$ cat config.mk
export PLATFORM = sky130hd
export DESIGN_NAME = pal_cell
export DESIGN_NICKNAME = d
export VERILOG_FILES = /design/src/rtl/core/pal_pkg.sv /design/src/rtl/core/pal_cell.sv
export SDC_FILE = /design/constraint.sdc
export NUM_CORES = 1
export LEC_CHECK = 0
export ABC_AREA = 1
export BUFFER_PORTS_ARGS = -buffer_cell sky130_fd_sc_hd__buf_2
export CORE_AREA = 2 2 82 99
export CTS_BUF_LIST = sky130_fd_sc_hd__clkbuf_4
export DETAILED_ROUTE_END_ITERATION = 10
export DIE_AREA = 0 0 84 101
export GPL_TIMING_DRIVEN = 0
export PLACE_DENSITY = 0.77
export SLEW_MARGIN = 5
export SYNTH_ARGS = -nofsm -noshare
export SYNTH_HDL_FRONTEND = slang
export SYNTH_SLANG_ARGS = --single-unit
$ cat constraint.sdc
create_clock -name i_clk -period 2.7 [get_ports i_clk]
set_clock_uncertainty 0.2 [all_clocks]
set_input_delay 0.27 -clock i_clk [delete_from_list [all_inputs] [get_ports i_clk]]
set_output_delay 0.27 -clock i_clk [all_outputs]
set_load 0.02 [all_outputs]
$ cat src/rtl/core/pal_pkg.sv
// Shared types and codes for the positional array list engine.
package pal_pkg;

    localparam int W_DATA = 32;
    localparam int W_POS  = 7;
    localparam int W_CNT  = 7;

    typedef enum logic [2:0] {
        OP_DISPLAY  = 3'd0,
        OP_INSERT   = 3'd1,
        OP_DELETE   = 3'd2,
        OP_SEARCH   = 3'd3,
        OP_LARGEST  = 3'd4,
        OP_SMALLEST = 3'd5
    } t_opcode;

    typedef enum logic [2:0] {
        ST_OK       = 3'd0,
        ST_BADPOS   = 3'd1,
        ST_FULL     = 3'd2,
        ST_EMPTY    = 3'd3,
        ST_NOTFOUND = 3'd4
    } t_status;

    typedef enum logic [2:0] {
        S_IDLE,
        S_DECODE,
        S_SCAN,
        S_DEL,
        S_EMIT
    } t_state;

    typedef enum logic [1:0] {
        CELL_HOLD,
        CELL_ROT,
        CELL_INS,
        CELL_DEL
    } t_cell_op;

    // Broadcast to every cell: pos_idx is the 0-based slot, cnt the count before the op.
    typedef struct packed {
        t_cell_op           op;
        logic [W_POS-1:0]   pos_idx;
        logic [W_CNT-1:0]   cnt;
        logic [W_DATA-1:0]  value;
    } t_cell_cmd;

endpackage

$ cat src/rtl/core/pal_cell.sv
// One list slot: holds an entry and takes it from a neighbor, the head or the operand.
module pal_cell #(
    parameter int IDX = 0
) (
    input  logic                          i_clk,
    input  pal_pkg::t_cell_cmd            i_cmd,
    input  logic [pal_pkg::W_DATA-1:0]    i_left,
    input  logic [pal_pkg::W_DATA-1:0]    i_right,
    input  logic [pal_pkg::W_DATA-1:0]    i_head,
    output logic [pal_pkg::W_DATA-1:0]    o_value
);

    localparam logic [7:0] L_IDX  = 8'(IDX);
    localparam logic [7:0] L_NEXT = 8'(IDX + 1);

    logic [pal_pkg::W_DATA-1:0] r_value;
    logic [pal_pkg::W_DATA-1:0] n_value;
    logic [7:0]                 w_cnt;
    logic [7:0]                 w_pos;

    assign w_cnt = {1'b0, i_cmd.cnt};
    assign w_pos = {1'b0, i_cmd.pos_idx};

    always_comb begin
        n_value = r_value;
        unique case (i_cmd.op)
            pal_pkg::CELL_HOLD: begin
                n_value = r_value;
            end
            pal_pkg::CELL_ROT: begin
                // rotate the live part left; the head wraps to the tail
                if (L_NEXT < w_cnt) begin
                    n_value = i_right;
                end else if (L_NEXT == w_cnt) begin
                    n_value = i_head;
                end
            end
            pal_pkg::CELL_INS: begin
                if (L_IDX == w_pos) begin
                    n_value = i_cmd.value;
                end else if (L_IDX > w_pos && L_IDX <= w_cnt) begin
                    n_value = i_left;
                end
            end
            pal_pkg::CELL_DEL: begin
                if (L_IDX >= w_pos && L_NEXT < w_cnt) begin
                    n_value = i_right;
                end
            end
            default: begin
                n_value = r_value;
            end
        endcase
    end

    always_ff @(posedge i_clk) begin
        r_value <= n_value;
    end

    assign o_value = r_value;

endmodule

==> impl_summary.md, run 1 <==
Outcome
The run finished with clean final reports.

Drt
Using the TritonRoute via totals, the vias-per-cell ratio works out to 5.07. The routed length per instance is 13.6 um. The remaining design rule violation count is 0. The routed layout has 3825 vias. The first-pass iteration count of the detailed router is 5.

For this block, the initial DRC count from the detailed router was 178. Once detail routing completed, the nets flagged for antenna violations numbered 0. The final wirelength is 10300 um.

Clocking
Post-CTS repair changed the size of 0 cells. The CTS clock-pin slew for the worst setup and hold paths is 0.11 ns. The number of buffers inserted by hold repair at cts is 0. The count of buffers added by post-CTS timing repair for setup is 0. The total CTS buffers is 5. The total number of clock tree sinks is 32. The clock tree synthesis step divided the H-tree into 2 levels. No sink is reached through more buffers than the 2 on the longest clock path. The library cell used as clock root buffer is sky130_fd_sc_hd__clkbuf_4. TritonCTS built the clock tree.

Setup path
The worst setup path is of the primary input to flip-flop kind. STA puts the critical path data required time at 2.55 ns. The worst setup path is captured at a flip-flop. The critical path contains buffers and inverters numbering 2 combined. The master of the slowest instance on the critical path is sky130_fd_sc_hd__nor2_4.

In this run the worst path has a maximum fanout of 19. STA puts the critical path data arrival time at 1.65 ns. The worst setup path is launched from a primary input. The largest single stage delay on the critical path is 0.42 ns. The family of cells with the greatest summed delay on the critical path is simple AND/OR/NAND/NOR gates. Traced cell by cell, the critical path runs through buf_2, nor2_1, nand2_1, o21ai_0, o21ai_1, nor2_4, buf_16.

Die
The starting density of the core is 0.396. The standard-cell row count is 35. The floorplan step defined a die boundary enclosing 8480 um2.

The die is 101 um tall. In this run the horizontal extent of the chip is 84 um. The core box area is 7580 um2. The number of I/O pins is 177.

Synth
When the netlist entered floorplanning its net count stood at 622. The post-synthesis cell area is 3000 um2. Counting flops and latches in the post-synthesis netlist gives 32.

The most used flip-flop cell after synthesis is sky130_fd_sc_hd__edfxtp_1. The most common cell in the synthesized netlist is sky130_fd_sc_hd__inv_1. Counting every instance in the synthesized netlist gives 477. The cell accounting for the most synthesized area is sky130_fd_sc_hd__edfxtp_1.

The synthesized design contains 32 enable-type register cells. Sorting the synthesized cells by how often they occur yields 131 x sky130_fd_sc_hd__inv_1, 128 x sky130_fd_sc_hd__nand3_1, 71 x sky130_fd_sc_hd__nand2_1. Counting flops with an async set or reset pin after synthesis yields a share of 0. The Yosys warning count is 0.

After synthesis, the cell types taking the most area are sky130_fd_sc_hd__edfxtp_1 32%, sky130_fd_sc_hd__nand3_1 21%, sky130_fd_sc_hd__inv_1 16%, sky130_fd_sc_hd__nand2_1 8.9%, sky130_fd_sc_hd__nand4_1 6.7%. The portion of synthesized cell area occupied by the leading cell type is 0.321. For this run, the register share of the synthesized area comes to 0.321.

Synthesis instantiated 15 different standard cells from the library. The synthesized area divided by synthesized cell count is 6.28 um2.

Placed design
The congestion estimate from routability-driven global placement came to 0.923. Including well taps, the total number of placed cells is 746. The count of buffers inserted at the top-level ports is 176. The post-detailed-placement half-perimeter wirelength is 7950 um.

STA
The headroom to the max-slew limit is 0.637. Derived from the worst setup path, the maximum achievable clock frequency is 0.554 GHz. After layout, the minimum clock period comes to 1.80 ns. The setup violation total in the final timing report is 0. The actual slew at the worst max-slew pin is 0.544 ns.

Of the available clock period, the critical path in the final layout requires 0.668. The number of hold violations in the final report is 0. Setup repair after global routing left no endpoint under its margin.

The max-slew violation count was 0.

Pwr
In this run the power density over the cells is 341 nW/um2. The worst supply voltage drop on vdd is 0.000211 V. The total power of the final layout is 1.39 mW. Summed over all cells, the static leakage comes to 2.35 nW.

GRT
The global routing usage summed across all routing layers is 0.238. The number of antenna violations at the first check in global routing was 0. The via count of the first global-routing pass came to 3614. The sum of overflow across all layers after global routing is 0. The first global-routing pass estimated 16300 um of wire. Entering global routing, the biggest net connects 20 pins.

Final layout
The flip-flop count of the largest register, all copies and words added is 32. The finished layout holds 754 standard cells, fillers aside. Relative to the synthesized area, the layout overhead comes to 36.3%. The share of post-route cells with drive strength above 1 is 0.335. The final layout contains 806 nets.

The antenna cell count is 0.

Hold path
The min-delay analysis places its worst path in the category primary input to flip-flop.

Flow run
The total of max-cap violations is 0.
[tightest hold or removal path, delay by kind of cell]
kind	cells	cell delay [ns]
and+or+nand+nor	2	0.12
buffers and inverters	1	0.09
[area by class of cell]
| class | instances | area [um2] |
|---|---|---|
| inverters | 135 | 507 |
| clock inverters | 1 | 3.75 |
| fillers | 753 | 3490 |
| multi-input cells | 277 | 1370 |
| repair buffers | 177 | 908 |
| well taps | 92 | 115 |
| flip-flops and latches | 32 | 961 |
| clock buffers | 7 | 52.6 |
| plain buffers | 33 | 165 |
[through the flow]
step                      hold WS [ns]  TNS, ns  instance area (um2)  setup slack [ns]   util
final                           0.0395        0                 4080             0.896  0.539
after global routing            0.0358        0                 4080             0.739  0.539
after CTS                       0.0319        0                 4080             0.890  0.539
after detailed placement         0.380        0                 4030             0.532  0.532
after global placement           0.376   -30.03                 3990            -0.940  0.527
after floorplan                  0.273        0                 3000            0.0240      -
[per-layer routing]
| metal | vias to the layer above | global-route usage | wire length [um] |
|---|---|---|---|
| li1 | 1900 | - | - |
| met1 | 1671 | 0.285 | 3950 |
| met2 | 230 | 0.431 | 5130 |
| met3 | 24 | 0.0385 | 944 |
| met4 | 0 | 0.0881 | 236 |
| met5 | - | 0 | 0 |
[cells in the final DEF (no fill, tap or decap)]
cell type	Yosys	final
sky130_fd_sc_hd__nand4_1	32	32
sky130_fd_sc_hd__nor2_4	3	4
sky130_fd_sc_hd__nand3_1	128	128
sky130_fd_sc_hd__clkinv_1	0	1
sky130_fd_sc_hd__nand2_1	71	71
sky130_fd_sc_hd__edfxtp_1	32	32
sky130_fd_sc_hd__nor2_2	2	2
sky130_fd_sc_hd__inv_2	4	4
sky130_fd_sc_hd__buf_4	3	3
sky130_fd_sc_hd__nand3_4	1	1
sky130_fd_sc_hd__inv_1	131	131
sky130_fd_sc_hd__buf_16	0	1
sky130_fd_sc_hd__clkbuf_1	6	6
sky130_fd_sc_hd__buf_2	24	200
sky130_fd_sc_hd__o21ai_0	14	14
sky130_fd_sc_hd__o21ai_1	20	20
sky130_fd_sc_hd__nor2_1	6	5
sky130_fd_sc_hd__clkbuf_4	0	7
[cell families (layout without fill, tap and decap cells)]
logic type | count (synthesis) | after routing | share of synthesized area
DFF | 32 | 32 | 0.321
AOI/OAI and AO/OA | 34 | 34 | 0.0568
and+or+nand+nor | 243 | 243 | 0.398
buffers and inverters | 168 | 353 | 0.224
[power by group]
part | total [mW] | switching (mW) | internal (mW) | leakage, nW
registers | 0.624 | 0.0133 | 0.610 | 0.303
clock network | 0.291 | 0.170 | 0.120 | 0.0338
logic | 0.477 | 0.288 | 0.189 | 2.02
total | 1.39 | 0.472 | 0.920 | 2.35
[path summary, 6_finish.rpt]
| check | from | cells past startpoint | slack [ns] | endpoint |
|---|---|---|---|---|
| worst max-delay path | i_cmd[42] | 7 | 0.90 | o_value[12] |
| worst min-delay path | i_right[31] | 3 | 0.04 | o_value[31] |
No activity file was read; power rests on OpenSTA's default activity.
==> run 2, diff against run 1 <==
- ABC_AREA: 1 -> 0
- CORE_AREA: 2 2 82 99 -> 2 2 71 87
- DIE_AREA: 0 0 84 101 -> 0 0 73 89
- clock period: 2.7 -> 1.6 ns (I/O delays scaled with it)
==> run 2 against run 1 <==
Net effect: combinational power up 54%; design area down 5.0%; clock power up 51%; wire length down 18%; sequential power up 63%; worst setup slack worse by 0.84 ns; final cell count down 34%; hold slack worse by 0.028 ns; synthesized cell count down 67%; critical path depth down 1; core utilization up 15 points; largest cell class is now buffers; synthesized area down 36%.
==> impl_summary.md, run 2 <==
STA
The final critical path time including I/O delays and setup is 1.55 ns. The number of hold violations in the final report came to 0 (unchanged). In the finished design, the share of the clock period the worst path needs comes to 0.966. The actual slew at the worst max-slew pin is 0.576 ns (+0.0312 ns). Timing would allow up to 0.647 GHz. The max-slew violation count came to 0 (unchanged).

The headroom to the max-slew limit was 0.615 (-0.0223). Setup repair after global routing left no endpoint under its margin. The setup violation total in the final timing report is 0 (unchanged).

Die
The number of I/O pins is 177 (unchanged). The die width is 73 um (-13%). The standard-cell row count came to 30 (-14%). The total die area came to 6500 um2 (-23%).

The core box area is 5590 um2 (-26%). The starting density of the core is 0.343 (-0.0526). The vertical extent of the die was 89 um (-12%).

Synth
The number of nets in the synthesized netlist is 302 (-51%). In the post-synthesis netlist, the biggest area contributors are sky130_fd_sc_hd__edfxtp_1 50%, sky130_fd_sc_hd__mux2i_1 17%, sky130_fd_sc_hd__a22oi_1 12%, sky130_fd_sc_hd__o21ai_1 6.0%, sky130_fd_sc_hd__buf_6 2.9%. The number of distinct library cells after synthesis is 24 (+9).

The number of synthesized register bits came to 32 (unchanged). The synthesized area divided by synthesized cell count is 12.2 um2 (+94%). The count of flip-flops with a built-in enable after synthesis is 32 (unchanged). The sequential-to-total area share from yosys stat was 0.501 (+0.180). The post-synthesis cell area came to 1920 um2 (-36%). The number of standard cells after synthesis was 157 (-67%). The most used flip-flop cell after synthesis is sky130_fd_sc_hd__edfxtp_1. The portion of synthesized cell area occupied by the leading cell type is 0.501 (+0.180).

The commonest cells after synthesis are 32 x sky130_fd_sc_hd__edfxtp_1, 32 x sky130_fd_sc_hd__mux2i_1, 30 x sky130_fd_sc_hd__a22oi_1. The cell accounting for the most synthesized area is sky130_fd_sc_hd__edfxtp_1. The Yosys warning count is 0 (unchanged).

The post-synthesis async set-or-reset flop share came to 0 (unchanged).

Final layout
The library cell used most frequently in the layout, excluding fill and tap cells, is sky130_fd_sc_hd__buf_2. The synthesis-to-finish area growth is 102%. The layout filler cell count is 392 (-48%).

The fraction of the core area covered by cells at the end of the flow is 0.694 (+0.155). The final-stage net count is 578 (-28%). The flip-flop count of the largest register, all copies and words added came to 32 (unchanged). The library cells used most frequently in the layout, excluding fill and tap cells, are 179 x sky130_fd_sc_hd__buf_2, 92 x sky130_fd_sc_hd__dlygate4sd3_1, 32 x sky130_fd_sc_hd__mux2i_1, 32 x sky130_fd_sc_hd__edfxtp_1, 30 x sky130_fd_sc_hd__a22oi_1.

The antenna cell count is 0 (unchanged). The share of post-route cells with drive strength above 1 was 0.464 (+0.129).

Setup path
The master of the slowest instance on the critical path is sky130_fd_sc_hd__nor4_4. The worst setup path is launched from a primary input. The arrival time of the worst setup path is 1.41 ns (-0.24 ns).

The critical path class is primary input to flip-flop. Traced cell by cell, the critical path runs through buf_2, nor4_4, o211ai_4, buf_4, a22oi_1, o21ai_1. The peak fanout along the critical path is 10 (-9). The type of element capturing the critical path is a flip-flop. The peak per-stage delay on the critical path came to 0.41 ns (about the same). The required arrival time at the worst endpoint is 1.46 ns (-1.09 ns).

Drt
The number of DRC markers in iteration 0 is 89 (-50%). The detailed-route vias per instance was 5.15 (+1.5%). The routed length per instance was 17.0 um (+25%). The via count is 2558 (-33%). The first-pass iteration count of the detailed router is 5 (unchanged). The count of antenna-violating nets left after detailed routing is 0 (unchanged). The remaining design rule violation count is 0 (unchanged). The final wirelength is 8440 um (-18%).

Hold path
The startpoint of the tightest hold check path is i_left[10]. The cell count of the worst hold path is 3 (unchanged). The worst min-delay path category is primary input to flip-flop.

The path with the worst hold slack has its endpoint at o_value[10].

Clocking
The total CTS buffers is 5 (unchanged). The number of H-tree levels is 2 (unchanged). The CTS tree is yes. The count of buffers added by post-CTS timing repair for setup is 0 (unchanged).

The cell sitting at the root of the clock tree is a sky130_fd_sc_hd__clkbuf_4. The total number of clock tree sinks is 32 (unchanged). The CTS clock-pin slew for the worst setup and hold paths is 0.10 ns (about the same).

The maximum buffer depth of the clock tree is 2 (unchanged).

Flow run
The total of max-cap violations is 0 (unchanged).

Pwr
The total leakage power came to 1.92 nW (-18%). The total power of the final layout is 2.19 mW (+58%). The total power density per cell area is 565 nW/um2 (+66%). The worst supply voltage drop on vdd was 0.000317 V (+50%).

GRT
The pin count of the biggest net entering global routing is 33 (+65%). The number of antenna violations at the first check in global routing came to 0 (unchanged). The global-route wire length before repair is 11900 um (-27%). The sum of overflow across all layers after global routing is 0 (unchanged).

The via count of the first global-routing pass is 2641 (-27%). The global routing usage summed across all routing layers is 0.242 (+0.00325).

Placed design
The post-detailed-placement half-perimeter wirelength is 4780 um (-40%). The weighted congestion reported at the end of routability-driven placement is 0.758 (-18%). The count of buffers inserted at the top-level ports was 176 (unchanged).

Outcome
The flow ran to the end, and the final reports show no timing, DRC or antenna violations.
==> run 2: changes by cell type in the layout (fill, tap and decap cells not counted), sizes merged, moves of 19 or more <==
cell / before / now
nand2: 71 / 3
buf: 204 / 185
mux2i: 0 / 32
nand3: 129 / 1
dlygate4sd3: 0 / 92
a22oi: 0 / 31
nand4: 32 / 1
inv: 135 / 0
==> run 2: how the worst max path moves through the flow <==
| stage | start | endpoint | depth (start not counted) |
|---|---|---|---|
| after floorplan | i_cmd[33] | o_value[0] | 4 |
| after global placement | i_cmd[34] | o_value[18] | 5 |
| after detailed placement | i_cmd[35] | o_value[18] | 5 |
| after CTS | i_cmd[35] | o_value[21] | 5 |
| after global routing | i_cmd[42] | o_value[3] | 6 |
| final | i_cmd[33] | o_value[29] | 6 |
==> run 2: layer usage <==
metal,part of all wire,vias to the layer above,wire length [um],track usage
met5,0,-,0,0
met3,0.064,34,536,0.0598
met2,0.55,148,4630,0.460
met4,0.039,0,325,0.131
li1,-,1190,-,-
met1,0.35,1186,2940,0.235
==> run 2: repair_timing <==
item / CTS / global route
setup endpoints to repair: 0 / 32
hold endpoints to repair: 32 / 0
resized for setup: 0 / 2
hold buffers: 92 / 0
==> run 2: cells by family after synthesis <==
| group | after synthesis | synth area share |
|---|---|---|
| buf+inv | 13 | 0.0541 |
| simple gates | 12 | 0.0476 |
| compound gates | 68 | 0.230 |
| mux | 32 | 0.167 |
| flops | 32 | 0.501 |
==> run 2: power breakdown <==
| group | internal [mW] | switching [mW] | leakage [nW] |
|---|---|---|---|
| clock network | 0.179 | 0.259 | 0.0315 |
| registers | 1.01 | 0.0142 | 0.296 |
| logic | 0.403 | 0.333 | 1.60 |
==> run 2: critical path: cells and delay by family <==
kind / cells / cell delay (ns)
compound gates: 3 / 0.51
simple gates: 1 / 0.41
buf+inv: 2 / 0.32
==> run 2: per-stage QoR <==
step	cell area [um2]	cells	worst slack (ns)	hold slack (ns)	TNS, ns
after floorplan	1930	157	0.0210	0.163	0
after global placement	2890	397	-0.282	0.266	-15.46
after detailed placement	2890	397	-0.309	0.266	-16.59
after CTS	3860	496	0.0457	0.00130	0
after global routing	3880	497	0.00429	0.00599	0
final	3880	497	0.0540	0.0115	0
==> run 2: final cells by class <==
| cell class | count | area (um2) | area share |
|---|---|---|---|
| buffer | 13 | 104 | 0.0268 |
| clock buffer | 6 | 45.0 | 0.0116 |
| clock inverter | 1 | 5.00 | 0.00129 |
| multi-input combinational | 113 | 885 | 0.228 |
| sequential | 32 | 961 | 0.248 |
| tap | 64 | 80.1 | 0.0206 |
| timing repair buffer | 268 | 1800 | 0.464 |
==> run 3, diff against run 2 <==
- MAX_ROUTING_LAYER: not set -> met4
- PLACE_DENSITY: 0.77 -> not set
- PLACE_DENSITY_LB_ADDON: not set -> 0.08
- TNS_END_PERCENT: not set -> 20
==> run 3 against run 2 <==
Net effect: the flow now stops in clock tree synthesis (4_1_cts); synthesized area is the same; synthesized cell count is the same.
==> impl_summary.md, run 3 <==
Outcome
The run stopped with a tool error. The step where the flow halted is clock tree synthesis (4_1_cts). The first error in the log reads "[ERROR RSZ-0060] Max buffer count reached".

Synth
The parity-gate share of the synthesized area counting xor and xnor cells was 0 (unchanged). Ranked by total cell area, the synthesized netlist is headed by sky130_fd_sc_hd__edfxtp_1 50%, sky130_fd_sc_hd__mux2i_1 17%, sky130_fd_sc_hd__a22oi_1 12%, sky130_fd_sc_hd__o21ai_1 6.0%, sky130_fd_sc_hd__buf_6 2.9%. The count of flip-flops with a built-in enable after synthesis is 32 (unchanged).

The number of standard cells after synthesis is 157 (unchanged). The complex-gate fraction of the synthesized area was 0.230 (unchanged). The dominant combinational cell family by area after synthesis is compound AO/OA/AOI/OAI gates. sky130_fd_sc_hd__edfxtp_1 takes more of the synthesized area than any other cell.

The number of nets in the synthesized netlist was 302 (unchanged). The fraction of synthesized area in multiplexers is 0.167 (unchanged). The sequential-to-total area share from yosys stat is 0.501 (unchanged). Ranked by instance count, the synthesized netlist is headed by 32 x sky130_fd_sc_hd__edfxtp_1, 32 x sky130_fd_sc_hd__mux2i_1, 30 x sky130_fd_sc_hd__a22oi_1.

The post-synthesis cell area is 1920 um2 (unchanged). The Yosys warning count was 0 (unchanged). The portion of synthesized cell area occupied by the leading cell type came to 0.501 (unchanged). The most used flip-flop cell after synthesis is sky130_fd_sc_hd__edfxtp_1. The number of synthesized register bits is 32 (unchanged).

The number of distinct library cells after synthesis is 24 (unchanged). The share of synthesized cell area in full adder, half adder and majority cells came to 0 (unchanged). The simple-gate portion of the synthesized area came to 0.0476 (unchanged). The synthesized area divided by synthesized cell count is 12.2 um2 (unchanged). The post-synthesis async set-or-reset flop share was 0 (unchanged).

Clocking
The number of H-tree levels was 2 (unchanged). The number of buffers inserted by hold repair at cts is 101 (+9.8%). The count of buffers added by post-CTS timing repair for setup is 0 (unchanged).

The number of gates resized after cts is 0 (unchanged). The tree is rooted in a sky130_fd_sc_hd__clkbuf_4. The maximum buffer depth of the clock tree is 2 (unchanged). The total CTS buffers came to 5 (unchanged). The total number of clock tree sinks is 32 (unchanged).

Placed design
The weighted congestion reported at the end of routability-driven placement is 0.746 (-1.6%). The count of buffers inserted at the top-level ports came to 176 (unchanged). The pre-CTS setup slack is -0.302 ns (+0.00706 ns). The cell area after placement is 2890 um2 (unchanged).

The placed cell count is 397 (unchanged). The post-detailed-placement half-perimeter wirelength is 4520 um (-5.6%).

Die
The vertical extent of the die is 89 um (unchanged). The die width is 73 um (unchanged). The number of I/O pins was 177 (unchanged).

The standard-cell row count is 30 (unchanged). The starting density of the core is 0.343 (unchanged).
run 3: cell counts after synthesis:
No cell type changed its count.
run 3: stage by stage:
stage | hold slack, ns | utilization
detailed placement | 0.264 | 0.517
global placement | 0.258 | 0.517
floorplan | 0.163 | -
run 3: cell families after synthesis:
group                  Yosys count
buffers and inverters           13
flip-flops                      32
multiplexers                    32
AND/OR/NAND/NOR                 12
AO/OA/AOI/OAI                   68
==> run 4, diff against run 3 <==
- CORE_AREA: 2 2 71 87 -> 2 2 76 78
- CTS_BUF_LIST: sky130_fd_sc_hd__clkbuf_4 -> not set
- DIE_AREA: 0 0 73 89 -> 0 0 78 80
- MAX_ROUTING_LAYER: met4 -> not set
- PLACE_DENSITY_LB_ADDON: 0.08 -> 0.15
- clock period: 1.6 -> 2.1 ns (I/O delays scaled with it)
==> run 4 against run 3 <==
Net effect: the run now ends clean.
==> impl_summary.md, run 4 (synthesis results as in run 2) <==
Setup path
The critical path class is primary input to flip-flop. The arrival time of the worst setup path is 1.52 ns. The type of element capturing the critical path is a flip-flop. The peak fanout along the critical path is 21. The startpoint kind of the worst setup timing path is a primary input.

The slowest stage of the critical path is the sky130_fd_sc_hd__nor4_4 cell. The signal on the critical path passes through buf_2, nor4_4, nand2_1, o21ai_0, o21ai_4, buf_16. The peak per-stage delay on the critical path is 0.40 ns. At the worst endpoint, the required time is 1.93 ns.

Clocking
The maximum buffer depth of the clock tree is 2 (unchanged). The number of H-tree levels was 2 (unchanged). The total number of clock tree sinks is 32 (unchanged). The number of buffers inserted by hold repair at cts came to 0 (-100%).

The total CTS buffers is 5 (unchanged). The count of buffers added by post-CTS timing repair for setup is 0 (unchanged). The library cell used as clock root buffer is sky130_fd_sc_hd__clkbuf_8.

Clock-pin slew was measured on the worst setup and hold paths at 0.06 ns. The CTS tree is yes. The number of gates resized after cts is 0 (unchanged).

GRT
Global routing finished with a remaining overflow of 0. Entering global routing, the biggest net connects 22 pins. The via count of the first global-routing pass is 1942. The global routing usage summed across all routing layers is 0.192.

The number of antenna violations at the first check in global routing came to 0. The first global-routing pass estimated 9320 um of wire.

Placed design
The count of buffers inserted at the top-level ports is 176 (unchanged). The cell area after placement is 2930 um2 (+1.3%). The placed cell count came to 406 (+2.3%). The post-detailed-placement half-perimeter wirelength is 4950 um (+9.6%). The weighted congestion reported at the end of routability-driven placement is 0.835 (+12%).

Final layout
The net count of the finished layout is 486. The synthesis-to-finish area growth is 56.6%. In the final layout, the multi-input gates occupy 865 um2. The flip-flop count of the largest register, all copies and words added is 32.

The area occupied by registers is 961 um2. The library cell used most frequently in the layout, excluding fill and tap cells, is sky130_fd_sc_hd__buf_2. Counting the fill cells in the layout gives 514. The non-filler instance count after layout is 413. Once layout is done, the placed cells without fillers occupy 3000 um2. In the layout the commonest cells are 179 x sky130_fd_sc_hd__buf_2, 32 x sky130_fd_sc_hd__mux2i_1, 32 x sky130_fd_sc_hd__edfxtp_1, 30 x sky130_fd_sc_hd__a22oi_1, 23 x sky130_fd_sc_hd__o21ai_1. The share of post-route cells with drive strength above 1 is 0.581.

The repair_antennas step left the layout with diodes totalling 0.

Pwr
Of the total power, the share spent switching nets is 0.265. Summed over all cells, the static leakage comes to 1.55 nW. The clock network power share is 0.263. The sequential power share is 0.483. Power spread over the standard cell area amounts to 537 nW/um2.

The worst supply voltage drop on vdd is 0.000246 V. The cell internal power dissipation is 1.18 mW. In this run the power spent charging and discharging nets is 0.428 mW. The combinational cell fraction of total power is 0.254.

Drt
In this run, the number of DRC markers left after iteration 0 of detailed routing was 80. The first-pass iteration count of the detailed router is 4. The final wirelength is 6180 um. For this run, design rule violations remaining after detail routing come to 0.

The routed length per instance is 15.0 um. The via count is 2057. In this run the remaining antenna-violating nets after routing total 0. Using the TritonRoute via totals, the vias-per-cell ratio works out to 4.98.

STA
The final critical path time including I/O delays and setup is 1.69 ns. The number of hold violations in the final report is 0. The final-layout worst hold slack is 0.0294 ns.

Static timing analysis puts the maximum clock frequency at 0.592 GHz. The worst pin sits at a relative slew slack of 0.662. Setup violations remaining at the end of the flow were counted as 0.

The max-slew violation count was 0. Setup repair after global routing left no endpoint under its margin. For the pin with the worst max-slew slack, the measured transition is 0.505 ns. After routing, the total negative slack on setup checks comes to 0 ns.

Dividing the final minimum period by the clock period gives 0.805.

Hold path
The endpoint of the worst hold path is o_value[22]. The cell count of the worst hold path is 3. The startpoint of the tightest hold check path is i_head[22]. The path class of the tightest hold or removal check is primary input to flip-flop.

Die
The die width is 78 um (+6.8%). The standard-cell row count came to 27 (-10%). The starting density of the core is 0.355 (+0.0119).

The total die area is 6240 um2. The vertical extent of the die is 80 um (-10%). The core box area is 5410 um2. The number of I/O pins is 177 (unchanged).

Flow run
Across the run, the number of max-cap violations was 0.

Outcome
The run finished with clean final reports.
==> run 4: how the worst max path moves through the flow <==
stage | start | to | slack [ns] | cells past startpoint
6_report | i_cmd[33] | o_value[12] | 0.41 | 6
4_1_cts | i_cmd[42] | o_value[4] | 0.39 | 6
2_1_floorplan | i_cmd[37] | o_value[0] | 0.23 | 4
5_1_grt | i_cmd[42] | o_value[12] | 0.32 | 6
3_5_place_dp | i_cmd[33] | o_value[7] | 0.09 | 6
3_3_place_gp | i_cmd[34] | o_value[23] | -0.26 | 5
==> run 4: power by group through the flow <==
stage          Sequential, mW  Clock (mW)  Combinational [mW]
2_1_floorplan           0.861           0               0.122
3_5_place_dp            0.793           0               0.412
4_1_cts                 0.780       0.441               0.412
6_report                0.779       0.425               0.409
3_3_place_gp            0.791           0               0.398
5_1_grt                 0.785       0.460               0.448
==> run 4: worst max-delay path, delay by kind of cell <==
| family | cells | cell delay (ns) |
|---|---|---|
| AO/OA/AOI/OAI | 2 | 0.49 |
| AND/OR/NAND/NOR | 2 | 0.48 |
| buffers and inverters | 2 | 0.33 |
==> run 4: layout make-up <==
| class | instances | share of cell area |
|---|---|---|
| multi-input combinational | 112 | 0.288 |
| buffer | 13 | 0.0346 |
| tap | 72 | 0.0300 |
| clock inverter | 2 | 0.00250 |
| timing repair buffer | 177 | 0.302 |
| sequential | 32 | 0.320 |
| clock buffer | 5 | 0.0229 |
==> run 4: per-layer routing <==
metal	track usage	wire [um]	vias up
li1	-	-	1004
met5	0	0	-
met1	0.223	2430	940
met4	0.0789	123	0
met2	0.330	3060	103
met3	0.0600	567	10
==> run 4: stage by stage <==
stage / setup slack (ns) / total power, mW / utilization
final: 0.410 / 1.61 / 0.556
after global routing: 0.316 / 1.69 / 0.556
after CTS: 0.388 / 1.63 / 0.556
after detailed placement: 0.0877 / 1.20 / 0.542
after global placement: -0.257 / 1.19 / 0.535
after floorplan: 0.226 / 0.983 / -
